File: src/mrbp_pkg.sv
// Shared types, codes and constants of the rectangle allocator.
`default_nettype none
package mrbp_pkg;

    localparam int CW = 13;

    typedef logic [CW-1:0] coord_t;

    typedef struct packed {
        coord_t x;
        coord_t y;
        coord_t w;
        coord_t h;
    } rect_t;

    localparam coord_t COORD_MAX = 13'd4096;
    localparam coord_t BIN_RESET = 13'd2000;

    localparam logic CFG_BIN_WIDTH  = 1'b0;
    localparam logic CFG_BIN_HEIGHT = 1'b1;

    typedef enum logic [1:0] {
        STATUS_PLACED   = 2'd0,
        STATUS_NOFIT    = 2'd1,
        STATUS_OVERFLOW = 2'd2,
        STATUS_CLEARED  = 2'd3
    } status_t;

    typedef enum logic [4:0] {
        ST_IDLE,
        ST_DISPATCH,
        ST_CLEAR,
        ST_SCAN,
        ST_KEEP,
        ST_CUT_FETCH,
        ST_CUT_LATCH,
        ST_CUT_PIECE,
        ST_PRUNE_OUTER,
        ST_PRUNE_LATCH,
        ST_PRUNE_INNER,
        ST_PRUNE_CHECK,
        ST_COMMIT,
        ST_RESULT
    } state_t;

    typedef enum logic [3:0] {
        OP_NONE,
        OP_LOAD,
        OP_RESTART,
        OP_CLEAR,
        OP_SCAN,
        OP_KEEP_INIT,
        OP_KEEP,
        OP_CUT_FETCH,
        OP_CUT_LATCH,
        OP_CUT_PIECE,
        OP_PRUNE_INIT,
        OP_PRUNE_OUTER,
        OP_PRUNE_LATCH,
        OP_PRUNE_INNER,
        OP_COMMIT
    } op_t;

    typedef struct packed {
        op_t     op;
        logic    set_result;
        status_t result;
        logic    emit;
    } ctrl_cmd_t;

    typedef struct packed {
        logic is_place;
        logic free_done;
        logic found;
        logic cut_end;
        logic piece_last;
        logic outer_end;
        logic i_alive;
        logic inner_end;
        logic overflow;
        logic scr_done;
        logic out_free;
    } dp_status_t;

endpackage
`default_nettype wire

File: src/mrbp_ctrl.sv
// Sequencing state machine of the rectangle allocator.
`default_nettype none
module mrbp_ctrl (
    input  wire logic               aclk,
    input  wire logic               aresetn,
    input  wire logic               s_tvalid,
    output logic                    s_tready,
    input  wire mrbp_pkg::dp_status_t sts,
    output mrbp_pkg::ctrl_cmd_t     cmd
);

    mrbp_pkg::state_t state_reg, state_next;

    always_ff @(posedge aclk) begin
        if (!aresetn) begin
            state_reg <= mrbp_pkg::ST_IDLE;
        end else begin
            state_reg <= state_next;
        end
    end

    always_comb begin
        state_next     = state_reg;
        s_tready       = 1'b0;
        cmd.op         = mrbp_pkg::OP_NONE;
        cmd.set_result = 1'b0;
        cmd.result     = mrbp_pkg::STATUS_PLACED;
        cmd.emit       = 1'b0;
        unique case (state_reg)
            mrbp_pkg::ST_IDLE: begin
                s_tready = 1'b1;
                if (s_tvalid) begin
                    cmd.op     = mrbp_pkg::OP_LOAD;
                    state_next = mrbp_pkg::ST_DISPATCH;
                end
            end
            mrbp_pkg::ST_DISPATCH: begin
                cmd.op     = mrbp_pkg::OP_RESTART;
                state_next = sts.is_place ? mrbp_pkg::ST_SCAN : mrbp_pkg::ST_CLEAR;
            end
            mrbp_pkg::ST_CLEAR: begin
                cmd.op         = mrbp_pkg::OP_CLEAR;
                cmd.set_result = 1'b1;
                cmd.result     = mrbp_pkg::STATUS_CLEARED;
                state_next     = mrbp_pkg::ST_RESULT;
            end
            mrbp_pkg::ST_SCAN: begin
                cmd.op = mrbp_pkg::OP_SCAN;
                if (sts.free_done) begin
                    if (sts.found) begin
                        cmd.op     = mrbp_pkg::OP_KEEP_INIT;
                        state_next = mrbp_pkg::ST_KEEP;
                    end else begin
                        cmd.set_result = 1'b1;
                        cmd.result     = mrbp_pkg::STATUS_NOFIT;
                        state_next     = mrbp_pkg::ST_RESULT;
                    end
                end
            end
            mrbp_pkg::ST_KEEP: begin
                cmd.op = mrbp_pkg::OP_KEEP;
                if (sts.free_done) begin
                    cmd.op     = mrbp_pkg::OP_RESTART;
                    state_next = mrbp_pkg::ST_CUT_FETCH;
                end
            end
            mrbp_pkg::ST_CUT_FETCH: begin
                cmd.op = mrbp_pkg::OP_CUT_FETCH;
                if (sts.cut_end) begin
                    cmd.op     = mrbp_pkg::OP_PRUNE_INIT;
                    state_next = mrbp_pkg::ST_PRUNE_OUTER;
                end else begin
                    state_next = mrbp_pkg::ST_CUT_LATCH;
                end
            end
            mrbp_pkg::ST_CUT_LATCH: begin
                cmd.op     = mrbp_pkg::OP_CUT_LATCH;
                state_next = mrbp_pkg::ST_CUT_PIECE;
            end
            mrbp_pkg::ST_CUT_PIECE: begin
                cmd.op = mrbp_pkg::OP_CUT_PIECE;
                if (sts.piece_last) begin
                    state_next = mrbp_pkg::ST_CUT_FETCH;
                end
            end
            mrbp_pkg::ST_PRUNE_OUTER: begin
                cmd.op = mrbp_pkg::OP_PRUNE_OUTER;
                if (sts.outer_end) begin
                    state_next = mrbp_pkg::ST_PRUNE_CHECK;
                end else if (sts.i_alive) begin
                    state_next = mrbp_pkg::ST_PRUNE_LATCH;
                end
            end
            mrbp_pkg::ST_PRUNE_LATCH: begin
                cmd.op     = mrbp_pkg::OP_PRUNE_LATCH;
                state_next = mrbp_pkg::ST_PRUNE_INNER;
            end
            mrbp_pkg::ST_PRUNE_INNER: begin
                cmd.op = mrbp_pkg::OP_PRUNE_INNER;
                if (sts.inner_end) begin
                    state_next = mrbp_pkg::ST_PRUNE_OUTER;
                end
            end
            mrbp_pkg::ST_PRUNE_CHECK: begin
                if (sts.overflow) begin
                    cmd.set_result = 1'b1;
                    cmd.result     = mrbp_pkg::STATUS_OVERFLOW;
                    state_next     = mrbp_pkg::ST_RESULT;
                end else begin
                    cmd.op     = mrbp_pkg::OP_RESTART;
                    state_next = mrbp_pkg::ST_COMMIT;
                end
            end
            mrbp_pkg::ST_COMMIT: begin
                cmd.op = mrbp_pkg::OP_COMMIT;
                if (sts.scr_done) begin
                    cmd.set_result = 1'b1;
                    cmd.result     = mrbp_pkg::STATUS_PLACED;
                    state_next     = mrbp_pkg::ST_RESULT;
                end
            end
            mrbp_pkg::ST_RESULT: begin
                if (sts.out_free) begin
                    cmd.emit   = 1'b1;
                    state_next = mrbp_pkg::ST_IDLE;
                end
            end
            default: begin
                state_next = mrbp_pkg::ST_IDLE;
            end
        endcase
    end

endmodule
`default_nettype wire

File: config.mk
export PLATFORM = sky130hd
export DESIGN_NAME = mrbp_ctrl
export DESIGN_NICKNAME = d
export VERILOG_FILES = /design/src/mrbp_pkg.sv /design/src/mrbp_ctrl.sv
export SDC_FILE = /design/constraint.sdc
export NUM_CORES = 1
export LEC_CHECK = 0
export ABC_AREA = 1
export BUFFER_PORTS_ARGS = -buffer_cell sky130_fd_sc_hd__buf_2
export CAP_MARGIN = 10
export CORE_UTILIZATION = 47
export DETAILED_ROUTE_END_ITERATION = 10
export PLACE_DENSITY = 0.78
export SYNTH_ARGS = -nofsm -noshare
export SYNTH_HDL_FRONTEND = slang
export SYNTH_SLANG_ARGS = --single-unit
File: constraint.sdc
create_clock -name aclk -period 1.55 [get_ports aclk]
set_input_delay 0.155 -clock aclk [delete_from_list [all_inputs] [get_ports aclk]]
set_output_delay 0.155 -clock aclk [all_outputs]
set_load 0.05 [all_outputs]
==> metrics, run 1 <==
Syn. warnings 0; CTS sink cnt 4; Last stage 5_1_grt; routability cong. 0.8760; clk buf depth 2; Rows 12; die span in x 38.12 um; initial antenna violation count 0; FF+latch count, synth 4; Placed Area 815.8 um^2; status aborted with a tool error; syn nets around 130; Initial Util 53.03%; num ports 23; Die H between 30 and 40 um; CTS H-tree lvls 1; clk root buf clkbuf_4; Error [ERROR DPL-0033] detailed placement checks failed during check placement.; Gate Count Post-Synth 113; count of cell types in the netlist 20; synthesized area per cell between 5 and 6 um^2; Cell Area, Synth 613.1 um^2; Worst EP Category output port; sequential share of the synthesized area 13.06%; port bufs 22; post-DP HPWL 1505 um; largest net degree at the start of global routing 8; Crit. endpoint post-GRT repair cmd[5]; TritonCTS buffer count 3
==> synth_stat cells <==
cell | n | area (um^2)
inv_2 | 2 | 7.510
buf_6 | 1 | 11.26
o22ai_1 | 1 | 6.260
nor3_1 | 2 | 10.01
o21ai_0 | 1 | 5.000
nand2_4 | 2 | 22.52
nand2_1 | 33 | 123.9
o2111ai_1 | 3 | 26.28
nor2_1 | 11 | 41.29
nand3_1 | 16 | 80.08
nand4_1 | 2 | 12.51
nor2_8 | 1 | 20.02
nor2_2 | 5 | 31.28
a21oi_1 | 8 | 40.04
dfxtp_1 | 4 | 80.08
buf_4 | 1 | 7.510
nand3b_1 | 2 | 15.01
a31oi_1 | 1 | 6.260
nand2_2 | 1 | 6.260
inv_1 | 16 | 60.06
==> per-stage QoR <==
stage	setup WS [ns]	instances	hold WS, ns
4_1_cts	-0.01254	163	0.1935
3_5_place_dp	-0.05643	157	0.4350
3_3_place_gp	-0.04279	157	0.4318
2_1_floorplan	-0.2316	113	0.3256
==> timing repair <==
action / CTS
cloned: 0
endpoints found under the setup margin: 8
gates resized for setup: 29
pin swaps: 2
buffers inserted: 3
hold buffers: 0
==> cells by family after synthesis <==
logic type	share of synthesized area, %
simple gates	59.18
compound gates	13.68
buf+inv	14.08
flops	13.06
==> run 2: changes to the inputs <==
Settings changed: CORE_AREA from default to 2 2 63 65, CORE_UTILIZATION 47 to default, DIE_AREA from default to 0 0 65 67, PLACE_DENSITY 0.78 to default, PLACE_DENSITY_LB_ADDON from default to 0.15.
==> run 2 against run 1 <==
- the flow now finishes without violations
- area after synthesis did not move
- synthesized cell count did not move
==> metrics, run 2 <==
status finished clean; total track usage 11.17%; met2 WL 1219 um; CTS H-tree lvls 1 (unchanged); Hold Violations, Final 0; initial antenna violation count 0; RR Endpoint state_reg[1]$_SDFFE_PN0P_; first-pass GRT wire length ~3700 um; sequential share of the synthesized area 13.06% (unchanged); area share of the largest cell type after synthesis 20.20% (unchanged); Synth area leader nand2_1; share of cells above drive strength 1 between 50% and 60%; n_diodes 0; DR top layer met4; num ports 23 (unchanged); Hold Path Class primary input to flop; CP endpoint cmd[6]; Core ar. 3606 um^2; flip-flop count of the largest register after layout 4; Syn. warnings 0 (unchanged); reg-to-reg startpoint state_reg[0]$_SDFFE_PN0P_; Max Clk Rate roughly 650 MHz; Layout Skew 0.002851 ns; vias per cell between 4 and 5; clk buf depth 2 (unchanged); crit end category primary output; post-DP HPWL 1869 um (+24%); most frequent cell after synthesis nand2_1; clk root buf clkbuf_8; post-route ant nets 0; min Tclk post-route about 1.5 ns; Pre-antenna DRT Iters 4; Final Cycle Share 99.43%; Register Area 95.09 um^2; RSZ-0062 raised after global routing true; worst reg2reg setup slack around 0.14 ns; synthesized area per cell 5.426 um^2 (unchanged); Rel. slew slack between 80% and 90%; Post-synth EDFFs 0 (unchanged); Rows 22 (+10); crit path launch state_reg[0]$_SDFFE_PN0P_; Vias 875; # Max-Cap Violations 0; drt drc 0; TritonCTS buffer count 3 (unchanged); M1 wire length 1083 um; die span in x 65 um (+71%); setup slack after layout a little under 0.009 ns; FF+latch count, synth 4 (unchanged); Reg clk slew, reported paths 0.03 ns; WP data arrival 1.39 ns; initial drt markers 50; Worst EP required 1.39 ns; Post-synth top cells nand2_1, inv_1, nand3_1; critical path type flop to primary output; Wirelength per Cell 11.63 um; Die H 67 um (+76%); largest net degree at the start of global routing 8; Gate Count Post-Synth 113 (unchanged); nets@finish 173; multi-input logic area around 570 um^2; TritonCTS clock tree yes; synth top area cells nand2_1, dfxtp_1, nand3_1; routed wl met3 roughly 41 um; most frequent cells in the layout nand2_1, buf_4, buf_2; die area 4355 um^2; Clock Latency Late Sink 0.22 ns; crit-path max FO 5; CP Launch Type flop; vias in the first global route 832; Initial Util 17.00% (-36 points); max-slew violations 0; # fillers about 410; commonest non-fill, non-tap cell in the layout nand2_1; routability cong. 0.8238 (-6.0%); Area growth, synth to finish 90.00%; ys async rst share 0% (unchanged); syn nets 127 (unchanged); GRT Residual Overflow 0; pre-CTS WS -0.02761 ns (+0.02882 ns); Cell Area, Synth 613.1 um^2 (unchanged); total wire length 2385 um; Finish-stage setup viols 0; port bufs 22 (unchanged); ys flop type dfxtp_1; worst-margin pin slew 0.2473 ns; Reg2Reg Depth 9; CTS sink cnt 4 (unchanged); count of cell types in the netlist 20 (unchanged)
-- run 2: stage by stage --
stage	hold WS (ns)	setup TNS (ns)	instance area (um^2)	cells	util [%]
2_1_floorplan	0.3256	-0.5944	631.9	113	-
3_3_place_gp	0.4438	-0.1263	910.9	198	25.26
3_5_place_dp	0.4441	-0.02761	910.9	198	25.26
4_1_cts	0.2168	-0.06088	1052	203	29.18
5_1_grt	0.2628	-0.1190	1165	205	32.30
6_report	0.2252	0	1165	205	32.30
-- run 2: routing by layer --
metal  track usage [%]  up-vias
met5                 0        -
met4             4.787        0
met3             2.027        5
met2             19.72       15
met1             13.17      395
li1                  -      460
-- run 2: area by class of cell --
type	count	area share (%)
Multi-Input combinational cell	89	48.87
Timing Repair Buffer	43	27.39
Sequential cell	4	8.163
Inverter	18	6.874
Tap cell	48	5.156
Clock buffer	3	3.545
-- run 2: how the worst min path moves through the flow --
| stage | endpoint | start | slack [ns] | cells after the start |
|---|---|---|---|---|
| 6_report | state_reg[2]$_SDFFE_PN0P_ | aresetn | 0.23 | 3 |
| 5_1_grt | state_reg[1]$_SDFFE_PN0P_ | aresetn | 0.26 | 3 |
| 4_1_cts | state_reg[2]$_SDFFE_PN0P_ | aresetn | 0.22 | 3 |
| 3_5_place_dp | state_reg[2]$_SDFFE_PN0P_ | aresetn | 0.44 | 3 |
| 3_3_place_gp | state_reg[1]$_SDFFE_PN0P_ | aresetn | 0.44 | 3 |
| 2_1_floorplan | state_reg[0]$_SDFFE_PN0P_ | aresetn | 0.33 | 2 |
-- run 2: worst max-delay path, cell delays in order (launching register included) --
cell and delay [ns]:
dfxtp_4 0.41, buf_6 0.14, inv_4 0.04, nand2_2 0.05, nand2_2 0.06, a21oi_2 0.16, o2111ai_2 0.13, buf_6 0.18
-- run 2: cells by family (layout without fill, tap and decap cells) --
group                  Yosys count  count (layout)  synth area share (%)
and+or+nand+nor                 75              75                 59.18
AOI/OAI and AO/OA               14              14                 13.68
buffers and inverters           20              64                 14.08
DFF                              4               4                 13.06
-- run 2: what timing repair did --
| action | in CTS | in global routing |
|---|---|---|
| setup buffers | 2 | 2 |
| endpoints found under the setup margin | 8 | 8 |
| pin swaps | 1 | 8 |
| hold buffers | 0 | 0 |
| resized for setup | 33 | 28 |
| endpoints found under the hold margin | 0 | 0 |
Power of run 2 is left out: the tool's default activity adds up to more than one toggle a clock period on the data nets, which glitch-free logic cannot reach.
==> run 3: changes to the inputs <==
Clock period 1.55 ns to 2 ns, I/O delays scaled along.
==> run 3 against run 2 <==
- count of clock-buffer cells in the layout stayed put
- register-to-register slack better by 0.46 ns
- first-iteration DRC count is 60% lower
- die area stayed put
- critical path depth is 1 lower
- non-clock buffer count is 21 lower
- clock skew hardly changed
==> metrics, run 3 (same netlist as run 2, synthesis figures left out) <==
status finished clean; CP bufs+invs 1 (-2); vias in the first global route 764 (-8.2%); initial antenna violation count 0 (unchanged); pre-CTS WS 0.2720 ns (+0.2996 ns); # Max-Cap Violations 0 (unchanged); CTS H-tree lvls 1 (unchanged); total track usage 9.673% (-1.5 points); Register Area 83.83 um^2 (-12%); Vias 819 (-6.4%); largest net degree at the start of global routing 10 (+2); met3 usage 2.365% (+0.34 points); clk buf depth 2 (unchanged); max-slew violations 0 (unchanged); design area 812.0 um^2 (-30%); GR Util met1 12.05% (-1.1 points); TNS Setup 0 ns (unchanged); initial drt markers 20 (-60%); Rel. slew slack 76.20% (-7.4 points); Clock Latency Late Sink 0.21 ns (about the same); Die H 67 um (unchanged); Finish-stage setup viols 0 (unchanged); GRT busiest layer met2; flip-flop count of the largest register after layout 4 (unchanged); setup slack after layout 0.1240 ns (+0.1152 ns); worst-margin pin slew 0.3557 ns (+0.1084 ns); CTS sink cnt 4 (unchanged); CP cell instances nor2_1, nand2_1, o21ai_0, a21oi_1, nand4_1, buf_2; Placed Area 767.0 um^2 (-16%); Wirelength per Cell 10.39 um (-11%); CP Launch Type flop; nets@finish 152 (-12%); Non-Filler Instances 184 (-10%); Rows 22 (unchanged); crit end category primary output; Hold Violations, Final 0 (unchanged); vias per cell 4.451 (+4.3%); post-route ant nets 0 (unchanged); clk root buf clkbuf_8; RSZ-0062 raised after global routing false; Reg clk slew, reported paths 0.03 ns (about the same); min Tclk post-route 1.876 ns; Worst path slowest cell dfxtp_1; GR Util met2 16.37% (-3.4 points); die area 4355 um^2 (unchanged); port bufs 22 (unchanged); Setup Buffers After CTS 0 (-2); Core ar. 3606 um^2 (unchanged); # fillers 418 (+1.7%); Layout Skew 0.003345 ns (+0.0004938 ns); first-pass GRT wire length 3312 um (-11%); delay-heaviest family, CP simple AND/OR/NAND/NOR gates; Pre-antenna DRT Iters 4 (unchanged); Max Clk Rate between 500 and 600 MHz; Worst EP required 1.80 ns (+0.41 ns); Initial Util 17.00% (unchanged); worst reg2reg setup slack 0.60 ns (+0.46 ns); crit-path max FO 6 (+1); share of cells above drive strength 1 29.41% (-26 points); Area growth, synth to finish 32.45%; commonest non-fill, non-tap cell in the layout nand2_1; Inst Count DP 181 (-8.6%); CP max stage delay 0.36 ns (-0.05 ns); Final Cycle Share 93.80%; Hold Path Class primary input to flop; drt drc 0 (unchanged); TritonCTS buffer count 3 (unchanged); multi-input logic area 449.2 um^2 (-21%); most frequent cells in the layout nand2_1, buf_2, inv_1, nand3_1, nor2_1; num ports 23 (unchanged); n_diodes 0 (unchanged); routability cong. 0.7704 (-6.5%); critical path type flop to primary output; GRT Residual Overflow 0 (unchanged); die span in x 65 um (unchanged); TritonCTS clock tree yes; post-DP HPWL 1642 um (-12%); WP data arrival 1.68 ns (+0.29 ns); total wire length 1912 um (-20%)
run 3: cell count changes in the layout (fill, tap and decap cells not counted), sizes merged:
cell / previous run / this run
buf: 43 / 22
run 3: per-layer routing:
layer	vias up	routed length, um
met4	0	14
met1	364	830
li1	419	-
met5	-	0
met2	34	960
met3	2	106
run 3: worst paths after layout:
| check | end | cells after the start | start |
|---|---|---|---|
| max | cmd[4] | 6 | state_reg[1]$_SDFFE_PN0P_ |
| min | state_reg[2]$_SDFFE_PN0P_ | 3 | aresetn |
| max reg2reg | state_reg[3]$_SDFFE_PN0P_ | 9 | state_reg[1]$_SDFFE_PN0P_ |
| min reg2reg | state_reg[3]$_SDFFE_PN0P_ | 2 | state_reg[3]$_SDFFE_PN0P_ |
run 3: cell type report:
type                    instances  area share (%)
repair buffers                 22           13.56
well taps                      48           7.396
multi-input cells              89           55.32
flip-flops and latches          4           10.32
clock buffers                   3           5.085
inverters                      18           8.320
run 3: timing repair:
action,CTS,global route
setup endpoints to repair,0,6
gates resized for setup,0,3
hold buffers,0,0
run 3: stage by stage:
step | hold slack, ns | utilization [%]
final | 0.2723 | 22.52
after detailed placement | 0.4989 | 21.27
after global routing | 0.2795 | 22.52
after CTS | 0.2764 | 22.42
after floorplan | 0.3706 | -
after global placement | 0.4857 | 21.27
run 3: worst min-delay path, stage by stage:
cell	delay [ns]
buf_2	0.08
inv_1	0.07
a21oi_1	0.10
Power of run 3 is left out for the same reason.
==> run 4: changes to the inputs <==
Settings changed: CELL_PAD_IN_SITES_DETAIL_PLACEMENT from default to 1, CELL_PAD_IN_SITES_GLOBAL_PLACEMENT from default to 1.
==> run 4 against run 3 <==
- count of clock-buffer cells in the layout stayed put
- first-iteration DRC count is 15% lower
- fmax is 1.1% higher
- non-clock buffer count is 1 higher
- register-to-register slack worse by 0.02 ns
- final cell count is 0.54% higher
- sequential share of layout area is 0.22 points lower
- largest cell class unchanged
- global-route usage is 1.3 points higher
- critical path type unchanged
==> metrics, run 4 (same netlist as run 2, synthesis figures left out) <==
Vias 797 (-2.7%); Initial Util 17.00% (unchanged); initial antenna violation count 0 (unchanged); initial drt markers 17 (-15%); nets@finish 153 (+0.66%); Hold Path Class primary input to flop; crit end category primary output; die span in x 65 um (unchanged); # fillers 473 (+13%); post-DP HPWL 1962 um (+19%); Setup Buffers After CTS 0 (unchanged); GRT Residual Overflow 0 (unchanged); Finish-stage setup viols 0 (unchanged); Die H 67 um (unchanged); TNS Setup 0 ns (unchanged); largest net degree at the start of global routing 9 (-1); Non-Filler Instances 185 (+0.54%); share of cells above drive strength 1 30.66% (+1.2 points); clk buf depth 2 (unchanged); min Tclk post-route 1.855 ns (-0.02070 ns); RR Endpoint state_reg[3]$_SDFFE_PN0P_; status finished clean; final cell utilization of the core 23.00% (+0.49 points); Inst Count DP 182 (+0.55%); vias in the first global route 784 (+2.6%); total wire length 2278 um (+19%); hold_sp aresetn; worst-margin pin slew 0.2530 ns (-0.1027 ns); CTS sink cnt 4 (unchanged); n_diodes 0 (unchanged); PostCTS Resize Cnt 2 (+2); drt drc 0 (unchanged); Worst Hold Path EP state_reg[0]$_SDFFE_PN0P_; CTS Hold Buffers Added 0 (unchanged); num ports 23 (unchanged); Max Clk Rate 539.0 MHz (+1.1%); Reg clk slew, reported paths 0.03 ns (about the same); flip-flop count of the largest register after layout 4 (unchanged); post-route ant nets 0 (unchanged); commonest non-fill, non-tap cell in the layout nand2_1; max-slew violations 0 (unchanged); clk root buf clkbuf_8; Final Cycle Share 92.76% (-1.0 points); CTS H-tree lvls 1 (unchanged); worst reg2reg setup slack 0.58 ns (-0.02 ns); vias per cell 4.308 (-3.2%); Reg2Reg Depth 8 (-1); CP Launch Type flop; TritonCTS clock tree yes; die area 4355 um^2 (unchanged); Worst EP required 1.80 ns (about the same); Rows 22 (unchanged); critical path type flop to primary output; total track usage 10.99% (+1.3 points); Wirelength per Cell 12.31 um (+18%); reg-to-reg startpoint state_reg[2]$_SDFFE_PN0P_; Hold Violations, Final 0 (unchanged); first-pass GRT wire length 3677 um (+11%); RSZ-0062 raised after global routing false; Pre-antenna DRT Iters 4 (unchanged); Cells on Worst Hold Path 3 (unchanged); Clock Latency Late Sink 0.21 ns (about the same); Area growth, synth to finish 35.31%; Core ar. 3606 um^2 (unchanged); most frequent cells in the layout nand2_1, buf_2, inv_1, nand3_1, nor2_1; WP data arrival 1.66 ns (-0.02 ns); # Max-Cap Violations 0 (unchanged); Layout Skew 0.0001009 ns (-0.003244 ns); TritonCTS buffer count 3 (unchanged); routability cong. 0.7978 (+3.6%); port bufs 22 (unchanged); Rel. slew slack 83.11% (+6.9 points); crit-path max FO 6 (unchanged)
run 4: cell types whose count changed in the layout (fill, tap and decap cells not counted), sizes merged:
cell    previous run  this run
clkbuf             3         4
run 4: cell type report:
cell class	instances	area, um^2	area share [%]
tap	48	60.06	7.240
sequential	4	83.83	10.11
inverter	18	67.56	8.145
timing repair buffer	23	120.1	14.48
multi-input combinational	89	456.7	55.05
clock buffer	3	41.29	4.977
run 4: layer usage:
metal,GRT usage [%],up-vias,wire length [um]
met5,0,-,0
met4,2.394,0,21
met3,1.858,2,51
met2,19.97,11,1095
met1,13.47,367,1110
li1,-,417,-
run 4: critical path, stage by stage, from the launching register on:
cell and delay, ns:
dfxtp_1 0.42, buf_4 0.22, nand2_4 0.07, nor2_1 0.17, nand2_1 0.13, o2111ai_1 0.13, buf_2 0.30
run 4: worst max-delay path by stage:
stage	slack, ns	cells after the start	startpoint	end
global route	0.02	7	state_reg[1]$_SDFFE_PN0P_	cmd[5]
detailed placement	0.23	6	state_reg[0]$_SDFFE_PN0P_	cmd[5]
global placement	0.16	6	state_reg[0]$_SDFFE_PN0P_	cmd[5]
CTS	0.02	7	state_reg[1]$_SDFFE_PN0P_	cmd[5]
floorplan	0.11	6	state_reg[2]$_SDFFE_PN0P_	cmd[4]
finish	0.14	6	state_reg[2]$_SDFFE_PN0P_	cmd[6]
run 4: stage by stage:
step / instance area (um^2) / setup slack, ns / hold WS, ns
global route: 829.5 / 0.01700 / 0.3014
floorplan: 615.6 / 0.1059 / 0.3706
CTS: 819.5 / 0.02345 / 0.2742
global placement: 774.5 / 0.1627 / 0.4889
finish: 829.5 / 0.1447 / 0.2670
detailed placement: 774.5 / 0.2252 / 0.4952
Power of run 4 is left out for the same reason.
